<file path="src/rtl/ffra_pkg.sv">
// shared types, codes and microprogram of the first-fit region allocator
`default_nettype none
package ffra_pkg;

	localparam int unsigned SIZE_BITS  = 22;
	localparam int unsigned LIMIT_BITS = 22;
	localparam int unsigned RID_BITS   = 5;
	localparam int unsigned STAT_BITS  = 3;

	typedef logic [STAT_BITS-1:0] status_t;

	// result codes
	localparam status_t ST_OK       = 3'd0;
	localparam status_t ST_BAD_SLOT = 3'd1;
	localparam status_t ST_LIMIT    = 3'd2;
	localparam status_t ST_EMPTY    = 3'd3;
	localparam status_t ST_FULL     = 3'd4;

	// request codes
	localparam logic CMD_ALLOC = 1'b0;
	localparam logic CMD_FREE  = 1'b1;

	// datapath actions, one per control word
	typedef enum logic [3:0] {
		A_NOP,
		A_ACCEPT,
		A_LOAD_SLOT,
		A_HOLE_RD,
		A_HOLE_LOAD,
		A_GRANT_HOLE,
		A_SPLIT,
		A_SHIFT_RD,
		A_SHIFT_WR,
		A_DROP,
		A_LIMIT,
		A_GROW,
		A_EMPTY,
		A_FULL,
		A_PUSH,
		A_EMIT
	} dp_op_t;

	// jump conditions
	typedef enum logic [3:0] {
		C_NEXT,
		C_ALWAYS,
		C_NO_REQ,
		C_BAD_SLOT,
		C_FREE,
		C_K_ZERO,
		C_NO_FIT,
		C_EXACT,
		C_SH_END,
		C_OVER,
		C_EMPTY,
		C_FULL,
		C_OUT_BUSY
	} cond_t;

	typedef logic [4:0] step_t;

	typedef struct packed {
		dp_op_t op;
		cond_t  cond;
		step_t  target;
	} uword_t;

	// datapath status seen by the sequencer
	typedef struct packed {
		logic no_req;
		logic bad_slot;
		logic is_free;
		logic k_zero;
		logic no_fit;
		logic exact;
		logic sh_end;
		logic over;
		logic empty;
		logic full;
		logic out_busy;
	} flags_t;

	// step labels
	localparam step_t S_IDLE  = 5'd0;
	localparam step_t S_CHK   = 5'd1;
	localparam step_t S_BR    = 5'd2;
	localparam step_t S_SRCH  = 5'd3;
	localparam step_t S_HLD   = 5'd4;
	localparam step_t S_FIT   = 5'd5;
	localparam step_t S_GNT   = 5'd6;
	localparam step_t S_SPL   = 5'd7;
	localparam step_t S_SHT   = 5'd8;
	localparam step_t S_SHW   = 5'd9;
	localparam step_t S_DROP  = 5'd10;
	localparam step_t S_BRK   = 5'd11;
	localparam step_t S_GROW  = 5'd12;
	localparam step_t S_FCHK  = 5'd13;
	localparam step_t S_FFUL  = 5'd14;
	localparam step_t S_PUSH  = 5'd15;
	localparam step_t S_EMIT  = 5'd16;
	localparam step_t S_RET   = 5'd17;

	// control store
	function automatic uword_t ffra_ucode(step_t s);
		uword_t w;
		unique case (s)
			S_IDLE: w = '{A_ACCEPT,     C_NO_REQ,   S_IDLE};
			S_CHK:  w = '{A_LOAD_SLOT,  C_BAD_SLOT, S_EMIT};
			S_BR:   w = '{A_NOP,        C_FREE,     S_FCHK};
			S_SRCH: w = '{A_HOLE_RD,    C_K_ZERO,   S_BRK};
			S_HLD:  w = '{A_HOLE_LOAD,  C_NEXT,     S_IDLE};
			S_FIT:  w = '{A_NOP,        C_NO_FIT,   S_SRCH};
			S_GNT:  w = '{A_GRANT_HOLE, C_EXACT,    S_SHT};
			S_SPL:  w = '{A_SPLIT,      C_ALWAYS,   S_EMIT};
			S_SHT:  w = '{A_SHIFT_RD,   C_SH_END,   S_DROP};
			S_SHW:  w = '{A_SHIFT_WR,   C_ALWAYS,   S_SHT};
			S_DROP: w = '{A_DROP,       C_ALWAYS,   S_EMIT};
			S_BRK:  w = '{A_LIMIT,      C_OVER,     S_EMIT};
			S_GROW: w = '{A_GROW,       C_ALWAYS,   S_EMIT};
			S_FCHK: w = '{A_EMPTY,      C_EMPTY,    S_EMIT};
			S_FFUL: w = '{A_FULL,       C_FULL,     S_EMIT};
			S_PUSH: w = '{A_PUSH,       C_NEXT,     S_IDLE};
			S_EMIT: w = '{A_EMIT,       C_OUT_BUSY, S_EMIT};
			S_RET:  w = '{A_NOP,        C_ALWAYS,   S_IDLE};
			default: w = '{A_NOP,       C_ALWAYS,   S_IDLE};
		endcase
		return w;
	endfunction

endpackage
`default_nettype wire

</file>
<file path="src/rtl/first_fit_region_allocator_top.sv">
// top level of the first-fit region allocator
// Takes one alloc or free request at a time and answers each with exactly one
// result beat (status, addr). An alloc walks the free list newest hole first
// and takes the first hole that is long enough, splitting it or removing it on
// an exact fit; with no fitting hole the break pointer grows up to heap_limit.
// A free pushes the slot's region as the newest hole and empties the slot;
// an empty slot or a full hole list is answered with an error status instead.
// Holes are never merged. Control is a small microprogram stepping a plain
// datapath, and every hole access goes through the single read port of the
// hole list ram. A bad slot id is answered with an error status and nothing
// else changes; an exact fit moves every newer hole down one place. The
// output register holds the result while stalled, and the next request is
// accepted once the sequencer is back in its idle step.
// Slot contents come out of reset empty through per-slot valid flags, so no
// clearing pass is needed; heap_limit resets to all ones.
`default_nettype none
module first_fit_region_allocator_top #(
	parameter int unsigned SLOTS     = 32,
	parameter int unsigned HOLES     = 32,
	parameter int unsigned ADDR_BITS = 22
) (
	input  wire logic                            clk,
	input  wire logic                            arst_n,
	// heap_limit register write
	input  wire logic                            cfg_we,
	input  wire logic [ffra_pkg::LIMIT_BITS-1:0] cfg_wdata,
	// request channel
	input  wire logic                            req_valid,
	output logic                                 req_stall,
	input  wire logic                            cmd,
	input  wire logic [ffra_pkg::RID_BITS-1:0]   region_id,
	input  wire logic [ffra_pkg::SIZE_BITS-1:0]  size,
	// result channel
	output logic                                 rsp_valid,
	input  wire logic                            rsp_stall,
	output logic [ffra_pkg::STAT_BITS-1:0]       status,
	output logic [ADDR_BITS-1:0]                 addr
);
	import ffra_pkg::*;

	// action of the current microstep and the datapath conditions it tests
	dp_op_t op;
	flags_t flags;

	ffra_useq u_useq (
		.clk    (clk),
		.arst_n (arst_n),
		.flags  (flags),
		.op     (op)
	);

	ffra_dp #(
		.SLOTS     (SLOTS),
		.HOLES     (HOLES),
		.ADDR_BITS (ADDR_BITS)
	) u_dp (
		.clk       (clk),
		.arst_n    (arst_n),
		.op        (op),
		.flags     (flags),
		.cfg_we    (cfg_we),
		.cfg_wdata (cfg_wdata),
		.req_valid (req_valid),
		.req_stall (req_stall),
		.cmd       (cmd),
		.region_id (region_id),
		.size      (size),
		.rsp_valid (rsp_valid),
		.rsp_stall (rsp_stall),
		.status    (status),
		.addr      (addr)
	);
endmodule
`default_nettype wire

</file>
<file path="src/rtl/ffra_ram.sv">
// generic single-write, single-read ram with registered read data
`default_nettype none
module ffra_ram #(
	parameter int unsigned WIDTH = 8,
	parameter int unsigned DEPTH = 32
) (
	input  wire logic                     clk,
	input  wire logic                     wr_en,
	input  wire logic [$clog2(DEPTH)-1:0] wr_addr,
	input  wire logic [WIDTH-1:0]         wr_data,
	input  wire logic [$clog2(DEPTH)-1:0] rd_addr,
	output logic      [WIDTH-1:0]         rd_data
);
	logic [WIDTH-1:0] mem_q [DEPTH];
	logic [WIDTH-1:0] rd_data_q;

	always_ff @(posedge clk) begin
		if (wr_en) begin
			mem_q[wr_addr] <= wr_data;
		end
		rd_data_q <= mem_q[rd_addr];
	end

	assign rd_data = rd_data_q;
endmodule
`default_nettype wire

</file>
<file path="src/rtl/ffra_useq.sv">
// microcode sequencer: step counter, control store and jump logic
`default_nettype none
module ffra_useq (
	input  wire logic            clk,
	input  wire logic            arst_n,
	input  wire ffra_pkg::flags_t flags,
	output ffra_pkg::dp_op_t      op
);
	import ffra_pkg::*;

	step_t  upc_q;
	step_t  upc_d;
	uword_t word;
	logic   jump;

	assign word = ffra_ucode(upc_q);
	assign op   = word.op;

	always_comb begin
		unique case (word.cond)
			C_NEXT:     jump = 1'b0;
			C_ALWAYS:   jump = 1'b1;
			C_NO_REQ:   jump = flags.no_req;
			C_BAD_SLOT: jump = flags.bad_slot;
			C_FREE:     jump = flags.is_free;
			C_K_ZERO:   jump = flags.k_zero;
			C_NO_FIT:   jump = flags.no_fit;
			C_EXACT:    jump = flags.exact;
			C_SH_END:   jump = flags.sh_end;
			C_OVER:     jump = flags.over;
			C_EMPTY:    jump = flags.empty;
			C_FULL:     jump = flags.full;
			C_OUT_BUSY: jump = flags.out_busy;
			default:    jump = 1'b1;
		endcase
	end

	always_comb begin
		upc_d = jump ? word.target : step_t'(upc_q + step_t'(1));
	end

	always_ff @(posedge clk or negedge arst_n) begin
		if (!arst_n) begin
			upc_q <= S_IDLE;
		end else begin
			upc_q <= upc_d;
		end
	end
endmodule
`default_nettype wire

</file>
<file path="src/rtl/ffra_dp.sv">
// allocator datapath: slot table, hole list, break pointer and result register
`default_nettype none
module ffra_dp #(
	parameter int unsigned SLOTS     = 32,
	parameter int unsigned HOLES     = 32,
	parameter int unsigned ADDR_BITS = 22
) (
	input  wire logic                             clk,
	input  wire logic                             arst_n,
	input  wire ffra_pkg::dp_op_t                 op,
	output ffra_pkg::flags_t                      flags,
	input  wire logic                             cfg_we,
	input  wire logic [ffra_pkg::LIMIT_BITS-1:0]  cfg_wdata,
	input  wire logic                             req_valid,
	output logic                                  req_stall,
	input  wire logic                             cmd,
	input  wire logic [ffra_pkg::RID_BITS-1:0]    region_id,
	input  wire logic [ffra_pkg::SIZE_BITS-1:0]   size,
	output logic                                  rsp_valid,
	input  wire logic                             rsp_stall,
	output logic [ffra_pkg::STAT_BITS-1:0]        status,
	output logic [ADDR_BITS-1:0]                  addr
);
	import ffra_pkg::*;

	localparam int unsigned SW = $clog2(SLOTS);
	localparam int unsigned HW = $clog2(HOLES);
	localparam int unsigned CW = $clog2(HOLES + 1);
	localparam int unsigned AW = ADDR_BITS;

	// latched request
	logic                 cmd_q;
	logic [RID_BITS-1:0]  rid_q;
	logic [SIZE_BITS-1:0] size_q;
	logic                 vld_q;

	// working registers
	logic [AW-1:0] ss_q, se_q, hs_q, he_q;
	logic [CW-1:0] k_q, cnt_q;
	logic [AW-1:0] bp_q;
	logic [LIMIT_BITS-1:0] limit_q;
	logic [SLOTS-1:0] slot_vld_q;
	status_t status_q;
	logic [AW-1:0] addr_q;

	// result register
	logic          rsp_valid_q;
	status_t       rsp_status_q;
	logic [AW-1:0] rsp_addr_q;

	logic [31:0]   rid_in_ext, rid_q_ext;
	logic [SW-1:0] rd_slot, wr_slot;
	logic [AW-1:0] size_a, len;
	logic [CW-1:0] km1, kp1;

	logic            slot_we;
	logic [2*AW-1:0] slot_wdata, slot_rdata;
	logic            hole_we;
	logic [HW-1:0]   hole_waddr, hole_raddr;
	logic [2*AW-1:0] hole_wdata, hole_rdata;
	logic            out_load;

	assign rid_in_ext = 32'(region_id);
	assign rid_q_ext  = 32'(rid_q);
	assign rd_slot    = rid_in_ext[SW-1:0];
	assign wr_slot    = rid_q_ext[SW-1:0];
	assign size_a     = AW'(size_q);
	assign len        = he_q - hs_q;
	assign km1        = k_q - CW'(1);
	assign kp1        = k_q + CW'(1);

	assign req_stall = (op != A_ACCEPT);
	assign out_load  = (op == A_EMIT) && !(rsp_valid_q && rsp_stall);

	always_comb begin
		flags.no_req   = !req_valid;
		flags.bad_slot = rid_q_ext >= 32'(SLOTS);
		flags.is_free  = (cmd_q == CMD_FREE);
		flags.k_zero   = (k_q == '0);
		flags.no_fit   = 32'(len) < 32'(size_q);
		flags.exact    = 32'(len) == 32'(size_q);
		flags.sh_end   = kp1 >= cnt_q;
		flags.over     = (34'(bp_q) + 34'(size_q)) > 34'(limit_q);
		flags.empty    = ss_q >= se_q;
		flags.full     = cnt_q >= CW'(HOLES);
		flags.out_busy = rsp_valid_q && rsp_stall;
	end

	// slot table write port
	always_comb begin
		slot_we    = 1'b0;
		slot_wdata = {hs_q, hs_q + size_a};
		unique case (op)
			A_GRANT_HOLE: begin
				slot_we    = 1'b1;
				slot_wdata = {hs_q, hs_q + size_a};
			end
			A_GROW: begin
				slot_we    = 1'b1;
				slot_wdata = {bp_q, bp_q + size_a};
			end
			default: begin
				slot_we = 1'b0;
			end
		endcase
	end

	// hole list ports
	always_comb begin
		hole_we    = 1'b0;
		hole_waddr = k_q[HW-1:0];
		hole_wdata = hole_rdata;
		hole_raddr = km1[HW-1:0];
		unique case (op)
			A_SPLIT: begin
				hole_we    = 1'b1;
				hole_wdata = {hs_q + size_a, he_q};
			end
			A_SHIFT_RD: begin
				hole_raddr = kp1[HW-1:0];
			end
			A_SHIFT_WR: begin
				hole_we = 1'b1;
			end
			A_PUSH: begin
				hole_we    = 1'b1;
				hole_waddr = cnt_q[HW-1:0];
				hole_wdata = {ss_q, se_q};
			end
			default: begin
				hole_we = 1'b0;
			end
		endcase
	end

	ffra_ram #(.WIDTH(2 * AW), .DEPTH(SLOTS)) u_slot_ram (
		.clk     (clk),
		.wr_en   (slot_we),
		.wr_addr (wr_slot),
		.wr_data (slot_wdata),
		.rd_addr (rd_slot),
		.rd_data (slot_rdata)
	);

	ffra_ram #(.WIDTH(2 * AW), .DEPTH(HOLES)) u_hole_ram (
		.clk     (clk),
		.wr_en   (hole_we),
		.wr_addr (hole_waddr),
		.wr_data (hole_wdata),
		.rd_addr (hole_raddr),
		.rd_data (hole_rdata)
	);

	// payload and scratch registers
	always_ff @(posedge clk) begin
		unique case (op)
			A_ACCEPT: begin
				cmd_q  <= cmd;
				rid_q  <= region_id;
				size_q <= size;
				vld_q  <= slot_vld_q[rd_slot];
			end
			A_LOAD_SLOT: begin
				ss_q     <= vld_q ? slot_rdata[2*AW-1:AW] : '0;
				se_q     <= vld_q ? slot_rdata[AW-1:0] : '0;
				k_q      <= cnt_q;
				status_q <= ST_BAD_SLOT;
				addr_q   <= '0;
			end
			A_HOLE_LOAD: begin
				hs_q <= hole_rdata[2*AW-1:AW];
				he_q <= hole_rdata[AW-1:0];
				k_q  <= km1;
			end
			A_GRANT_HOLE: begin
				status_q <= ST_OK;
				addr_q   <= hs_q;
			end
			A_SHIFT_WR: begin
				k_q <= kp1;
			end
			A_LIMIT: begin
				status_q <= ST_LIMIT;
				addr_q   <= '0;
			end
			A_GROW: begin
				status_q <= ST_OK;
				addr_q   <= bp_q;
			end
			A_EMPTY: begin
				status_q <= ST_EMPTY;
				addr_q   <= '0;
			end
			A_FULL: begin
				status_q <= ST_FULL;
				addr_q   <= '0;
			end
			A_PUSH: begin
				status_q <= ST_OK;
				addr_q   <= '0;
			end
			default: begin
			end
		endcase
		if (out_load) begin
			rsp_status_q <= status_q;
			rsp_addr_q   <= addr_q;
		end
	end

	// allocator state and handshake
	always_ff @(posedge clk or negedge arst_n) begin
		if (!arst_n) begin
			cnt_q       <= '0;
			bp_q        <= '0;
			limit_q     <= '1;
			slot_vld_q  <= '0;
			rsp_valid_q <= 1'b0;
		end else begin
			if (cfg_we) begin
				limit_q <= cfg_wdata;
			end
			unique case (op)
				A_GRANT_HOLE: slot_vld_q[wr_slot] <= 1'b1;
				A_GROW: begin
					bp_q                <= bp_q + size_a;
					slot_vld_q[wr_slot] <= 1'b1;
				end
				A_DROP: cnt_q <= cnt_q - CW'(1);
				A_PUSH: begin
					cnt_q               <= cnt_q + CW'(1);
					slot_vld_q[wr_slot] <= 1'b0;
				end
				default: begin
				end
			endcase
			if (out_load) begin
				rsp_valid_q <= 1'b1;
			end else if (!rsp_stall) begin
				rsp_valid_q <= 1'b0;
			end
		end
	end

	assign rsp_valid = rsp_valid_q;
	assign status    = rsp_status_q;
	assign addr      = rsp_addr_q;
endmodule
`default_nettype wire
</file>
<file path="config.mk">
export PLATFORM = sky130hd
export DESIGN_NAME = first_fit_region_allocator_top
export DESIGN_NICKNAME = d
export VERILOG_FILES = /design/src/rtl/ffra_pkg.sv /design/src/rtl/first_fit_region_allocator_top.sv /design/src/rtl/ffra_ram.sv /design/src/rtl/ffra_useq.sv /design/src/rtl/ffra_dp.sv
export SDC_FILE = /design/constraint.sdc
export NUM_CORES = 2
export LEC_CHECK = 0
export ABC_CLOCK_PERIOD_IN_PS = 17100
export BUFFER_PORTS_ARGS = -buffer_cell sky130_fd_sc_hd__buf_2
export CAP_MARGIN = 20
export CORE_MARGIN = 2
export CORE_UTILIZATION = 60
export CTS_BUF_LIST = sky130_fd_sc_hd__clkbuf_8 sky130_fd_sc_hd__clkbuf_16
export CTS_CLUSTER_DIAMETER = 80
export DETAILED_ROUTE_END_ITERATION = 8
export PLACE_DENSITY = 0.76
export SKIP_LAST_GASP = 1
export SLEW_MARGIN = 20
export SYNTH_ARGS = -nofsm -noshare
export SYNTH_HDL_FRONTEND = slang
export SYNTH_SLANG_ARGS = --single-unit
export TNS_END_PERCENT = 10
</file>
<file path="constraint.sdc">
create_clock -name clk -period 17.1 [get_ports clk]
set_input_delay 0.855 -clock clk [delete_from_list [all_inputs] [get_ports clk]]
set_output_delay 0.855 -clock clk [all_outputs]
set_load 0.02 [all_outputs]
</file>
==> summary.md <==
| Metric | Value |
|---|---|
| Status | `complete, no violations` |
| Async SR Flop Fraction | `2.780%` |
| Clk sinks | `3165` |
| Die X | `461.6 um` |
| Count of cell types in the netlist | `80` |
| WP data required | `17.66 ns` |
| DIE AREA | `213100 sq um` |
| Post-synthesis simple-gate area fraction | `5.096%` |
| Critical Path, Cell by Cell | `inv_1, ha_1, nor2b_1, and3b_1, a21o_2, buf_4, o21ai_1, nor2_1, buf_4, inv_1, nand2_1, a21boi_0, nand2_1, nor2_4, buf_4` |
| Reg power frac | `42.3%` |
| Routed len/inst | `31.33 um` |
| Share of synthesized cell area in full adder, half adder and majority cells | `~1.5%` |
| Initial core utilization | `about three fifths` |
| Main combinational cell family by area after synthesis | `multiplexers` |
| Worst slack at placement | `roughly 11 ns` |
| Static Leak | `between 0.04 and 0.05 uW` |
| Switching Share | `34.33%` |
| Hpwl dp | `176.1 mm` |
| Clock Pin Slew Worst Setup and Hold Paths | `0.06 ns` |
| Post-cts resize count | `0` |
| H-tree levels | `5` |
| Share of cells above drive strength 1 | `between 20% and 30%` |
| Filler Cells Inserted | `12960` |
| Startpoint Class | `flop` |
| Worst-margin pin slew | `between 1 and 1.5 ns` |
| Endpoints failing hold | `0` |
| Post-synth EDFFs | `2989` |
| Crit Path Category | `flop to flop` |
| CORE AREA | `207700 sq um` |
| Clk buf depth | `4` |
| Initial antenna violation count | `16` |
| Number of I/O pins | `about 80` |
| Drt first pass iters | `8` |
| CTS buffer count | `316` |
| Top routing layer used | `met5` |
| CP peak stage delay | `~0.76 ns` |
| Synth warn | `0` |
| Logic pwr share | `30.4%` |
| Clock share of power | `a little over a quarter` |
| Vias/cell | `6.695` |
| Relative slew slack | `23.31%` |
| Ys flop type | `edfxtp_1` |
| Synth Register Bits | `roughly 3200` |
| Slowest cell on crit path | `nor2_1` |
| Seq/Total Area, Yosys | `74.61%` |
| WL final | `~330 mm` |
| PortBufs | `81` |
| Critical path peak fanout | `54` |
| Final Total Pwr | `24620 uW` |
| Root buffer cell | `clkbuf_16` |
| DRT met1 WL | `roughly 120 mm` |
| Net count after synthesis | `7446` |
| Postcts setup bufs | `0` |
| VDD IR-drop max | `295.8 uV` |
| Total Nets Final | `7654` |
| Post-Syn Area per Cell | `roughly 17 sq um` |
| Family with the most delay on the worst path | `simple AND/OR/NAND/NOR gates` |
| Setup crit end kind | `flop` |
| Vias in the first global route | `69610` |
| Area grow syn2layout | `11.82%` |
| Worst Path Arrival | `between 6 and 7 ns` |
| Residual DRC | `0` |
| Power density over the cells | `175.2 nW/um^2` |
| Xor and xnor fraction of the mapped netlist area | `less than 1%` |
| Clk_lat worst skew | `0.97 ns` |
| Buf/Inv on CP | `5` |
| Overflow after GRT | `0` |
| Mapped Cells | `7238` |
| First-pass GRT wire length | `472.7 mm` |
| Switching pwr | `about 8500 uW` |
| Met3 wire length | `33.30 mm` |
| Min Tclk post-route | `slightly above 6 ns` |
| Final period utilization | `between 30% and 40%` |
| Post-synthesis mux area share | `about 12%` |
| # setup viols final | `0` |
| # Max-Cap Violations | `0` |
| Mapped Area | `125600 sq um` |
| Synth Area in Compound Gates | `4.933%` |
| Via count | `70100` |
| Slew Viols, Final | `0` |
| CTS tree | `done` |
| RD Place Congestion | `0.9112` |
| CP dominant cell by count | `buf_4` |
| Met2 wire len | `161.2 mm` |
| RSZ-0062 raised after global routing | `false` |
| Final Skew | `around 0.060 ns` |
| Internal power | `16170 uW` |
| Min-delay worst type | `input pin to flop` |
| FP Rows | `between 150 and 200` |
| Post-layout util | `about 68%` |
| Total global-route track usage | `30.65%` |
| Final ANT Viol Nets | `0` |
| DR iter-0 viols | `10070` |
| Hold_buf cts | `1` |
| Hold slack | `between 0.09 and 0.1 ns` |
| Largest net degree at the start of global routing | `154` |
| Fin worst setup slack | `roughly 11 ns` |
| Die Span Y | `461.6 um` |
| Setup TNS | `0 ns` |
| Fmax | `~160 MHz` |
==> metrics by stage <==
| stage | cell area [sq um] | std cells |
|---|---|---|
| 5_1_grt | 140500 | 10470 |
| 3_5_place_dp | 130400 | 9911 |
| 6_report | 140500 | 10470 |
| 3_3_place_gp | 130400 | 9909 |
| 2_1_floorplan | 125600 | 7238 |
| 4_1_cts | 140300 | 10460 |
==> cells in the final DEF, fill, tap and decap left out, drive strengths merged, types with 125 or more instances in the layout <==
| cell | synthesis | layout |
|---|---|---|
| a21oi | 276 | 276 |
| mux4 | 450 | 450 |
| nand2 | 791 | 791 |
| nor2 | 344 | 344 |
| edfxtp | 2989 | 2989 |
| mux2i | 186 | 186 |
| inv | 126 | 202 |
| o21ai | 194 | 194 |
| o22ai | 138 | 138 |
| ha | 149 | 149 |
| buf | 127 | 262 |
| clkbuf | 246 | 341 |
| a31oi | 125 | 125 |
| mux2 | 224 | 224 |
==> worst paths after layout <==
| check | start | end | slack [ns] | cells past startpoint |
|---|---|---|---|---|
| setup / recovery | u_useq.upc_q[0] | u_dp.u_hole_ram.mem_q[12][28] | 10.93 | 15 |
| hold / removal | size[12] | u_dp.size_a[12] | 0.09 | 1 |
| setup reg to reg | u_useq.upc_q[0] | u_dp.u_hole_ram.mem_q[12][28] | 10.93 | 15 |
| hold reg to reg | u_dp.u_hole_ram.rd_data[40] | u_dp.hs_q[18] | 0.41 | 0 |
| max in group asynchronous | arst_n | u_dp.cnt_q[5] | 15.48 | 3 |
| min in group asynchronous | arst_n | async pin | 0.54 | 2 |
==> flip-flops by register name (all words and copies together) (netlist names), named ones only <==
name	count
u_dp.u_slot_ram.mem_q	1408
u_dp.status_q	3
u_dp.ss_q	22
u_dp.limit_q	22
u_dp.u_slot_ram.rd_data	44
u_dp.status	3
u_dp.size_a	22
u_useq.upc_q	5
u_dp.addr_q	22
u_dp.bp_q	22
u_dp.u_hole_ram.rd_data	44
u_dp.u_hole_ram.mem_q	1408
u_dp.cmd_q	1
u_dp.rsp_valid	1
u_dp.he_q	22
u_dp.vld_q	1
u_dp.cnt_q	6
u_dp.rid_q	5
u_dp.se_q	22
u_dp.hs_q	22
u_dp.addr	22
u_dp.k_q	6
==> area by class of cell <==
class                           count  area, sq um  share of cell area, %
Tap cell                         2788         3488                  2.483
Sequential cell                  3165        93750                  66.73
Inverter                          127        476.7                 0.3393
Antenna cell                        3        7.507               0.005344
Timing Repair Buffer              263         1958                  1.394
Multi-Input combinational cell   3573        30930                  22.01
Clock inverter                    211         1521                  1.083
Clock buffer                      341         8364                  5.954
==> power by group through the flow <==
| stage | logic, uW | registers [uW] | clock network, uW |
|---|---|---|---|
| after global routing | 8000 | 10400 | 7050 |
| after CTS | 7330 | 10400 | 6760 |
| after detailed placement | 7250 | 10500 | 0 |
| after floorplan | 4720 | 10400 | 0 |
| final | 7490 | 10400 | 6720 |
| after global placement | 7010 | 10500 | 0 |
==> synth_stat cells (5+ instances only) <==
library cell	n	area, sq um
o22ai_1	138	863.3
nor3_1	19	95.09
a21oi_1	275	1376
and3_1	8	50.05
buf_6	12	135.1
dfstp_2	22	578.1
dfxtp_1	88	1762
and2_1	52	325.3
mux4_2	450	10130
o21bai_1	15	112.6
buf_1	55	206.5
inv_1	126	473.0
nor2_1	344	1291
o22a_1	32	280.3
xnor2_1	56	490.5
nand4_1	59	369.1
nor4_1	45	281.5
a31oi_1	125	782.0
or3_1	9	56.30
nand3b_1	7	52.55
o21ai_0	191	955.9
ha_1	149	1864
buf_2	37	185.2
mux2_2	224	2522
buf_4	20	150.1
a21o_1	40	300.3
o21a_1	10	75.07
a21boi_0	5	37.54
a211oi_1	19	142.6
nor2b_1	34	212.7
nand2_1	790	2965
clkbuf_1	245	919.6
edfxtp_1	2989	89760
mux2i_1	185	1852
nand2b_1	15	93.84
o211ai_1	5	37.54
nand3_1	73	365.4
o31ai_1	12	90.09
a221oi_1	89	779.5
or2_2	12	75.07
xor2_1	20	175.2
dfrtp_1	66	1652
==> kinds of logic (layout without fill, tap and decap cells) <==
family                     Yosys count  after routing
adders and majority gates          153            153
and+or+nand+nor                   1487           1487
other                                0              3
DFF                               3165           3165
AOI/OAI and AO/OA                  995            995
muxes                              860            860
buffers and inverters              500            942
xor gates and xnor gates            78             78
==> per-layer routing <==
| layer | global-route usage, % | vias to the layer above |
|---|---|---|
| li1 | - | 28890 |
| met2 | 50.06 | 4668 |
| met5 | 0 | - |
| met4 | 13.02 | 18 |
| met3 | 5.806 | 853 |
| met1 | 40.88 | 35680 |
No activity file was read; power rests on OpenSTA's default activity.
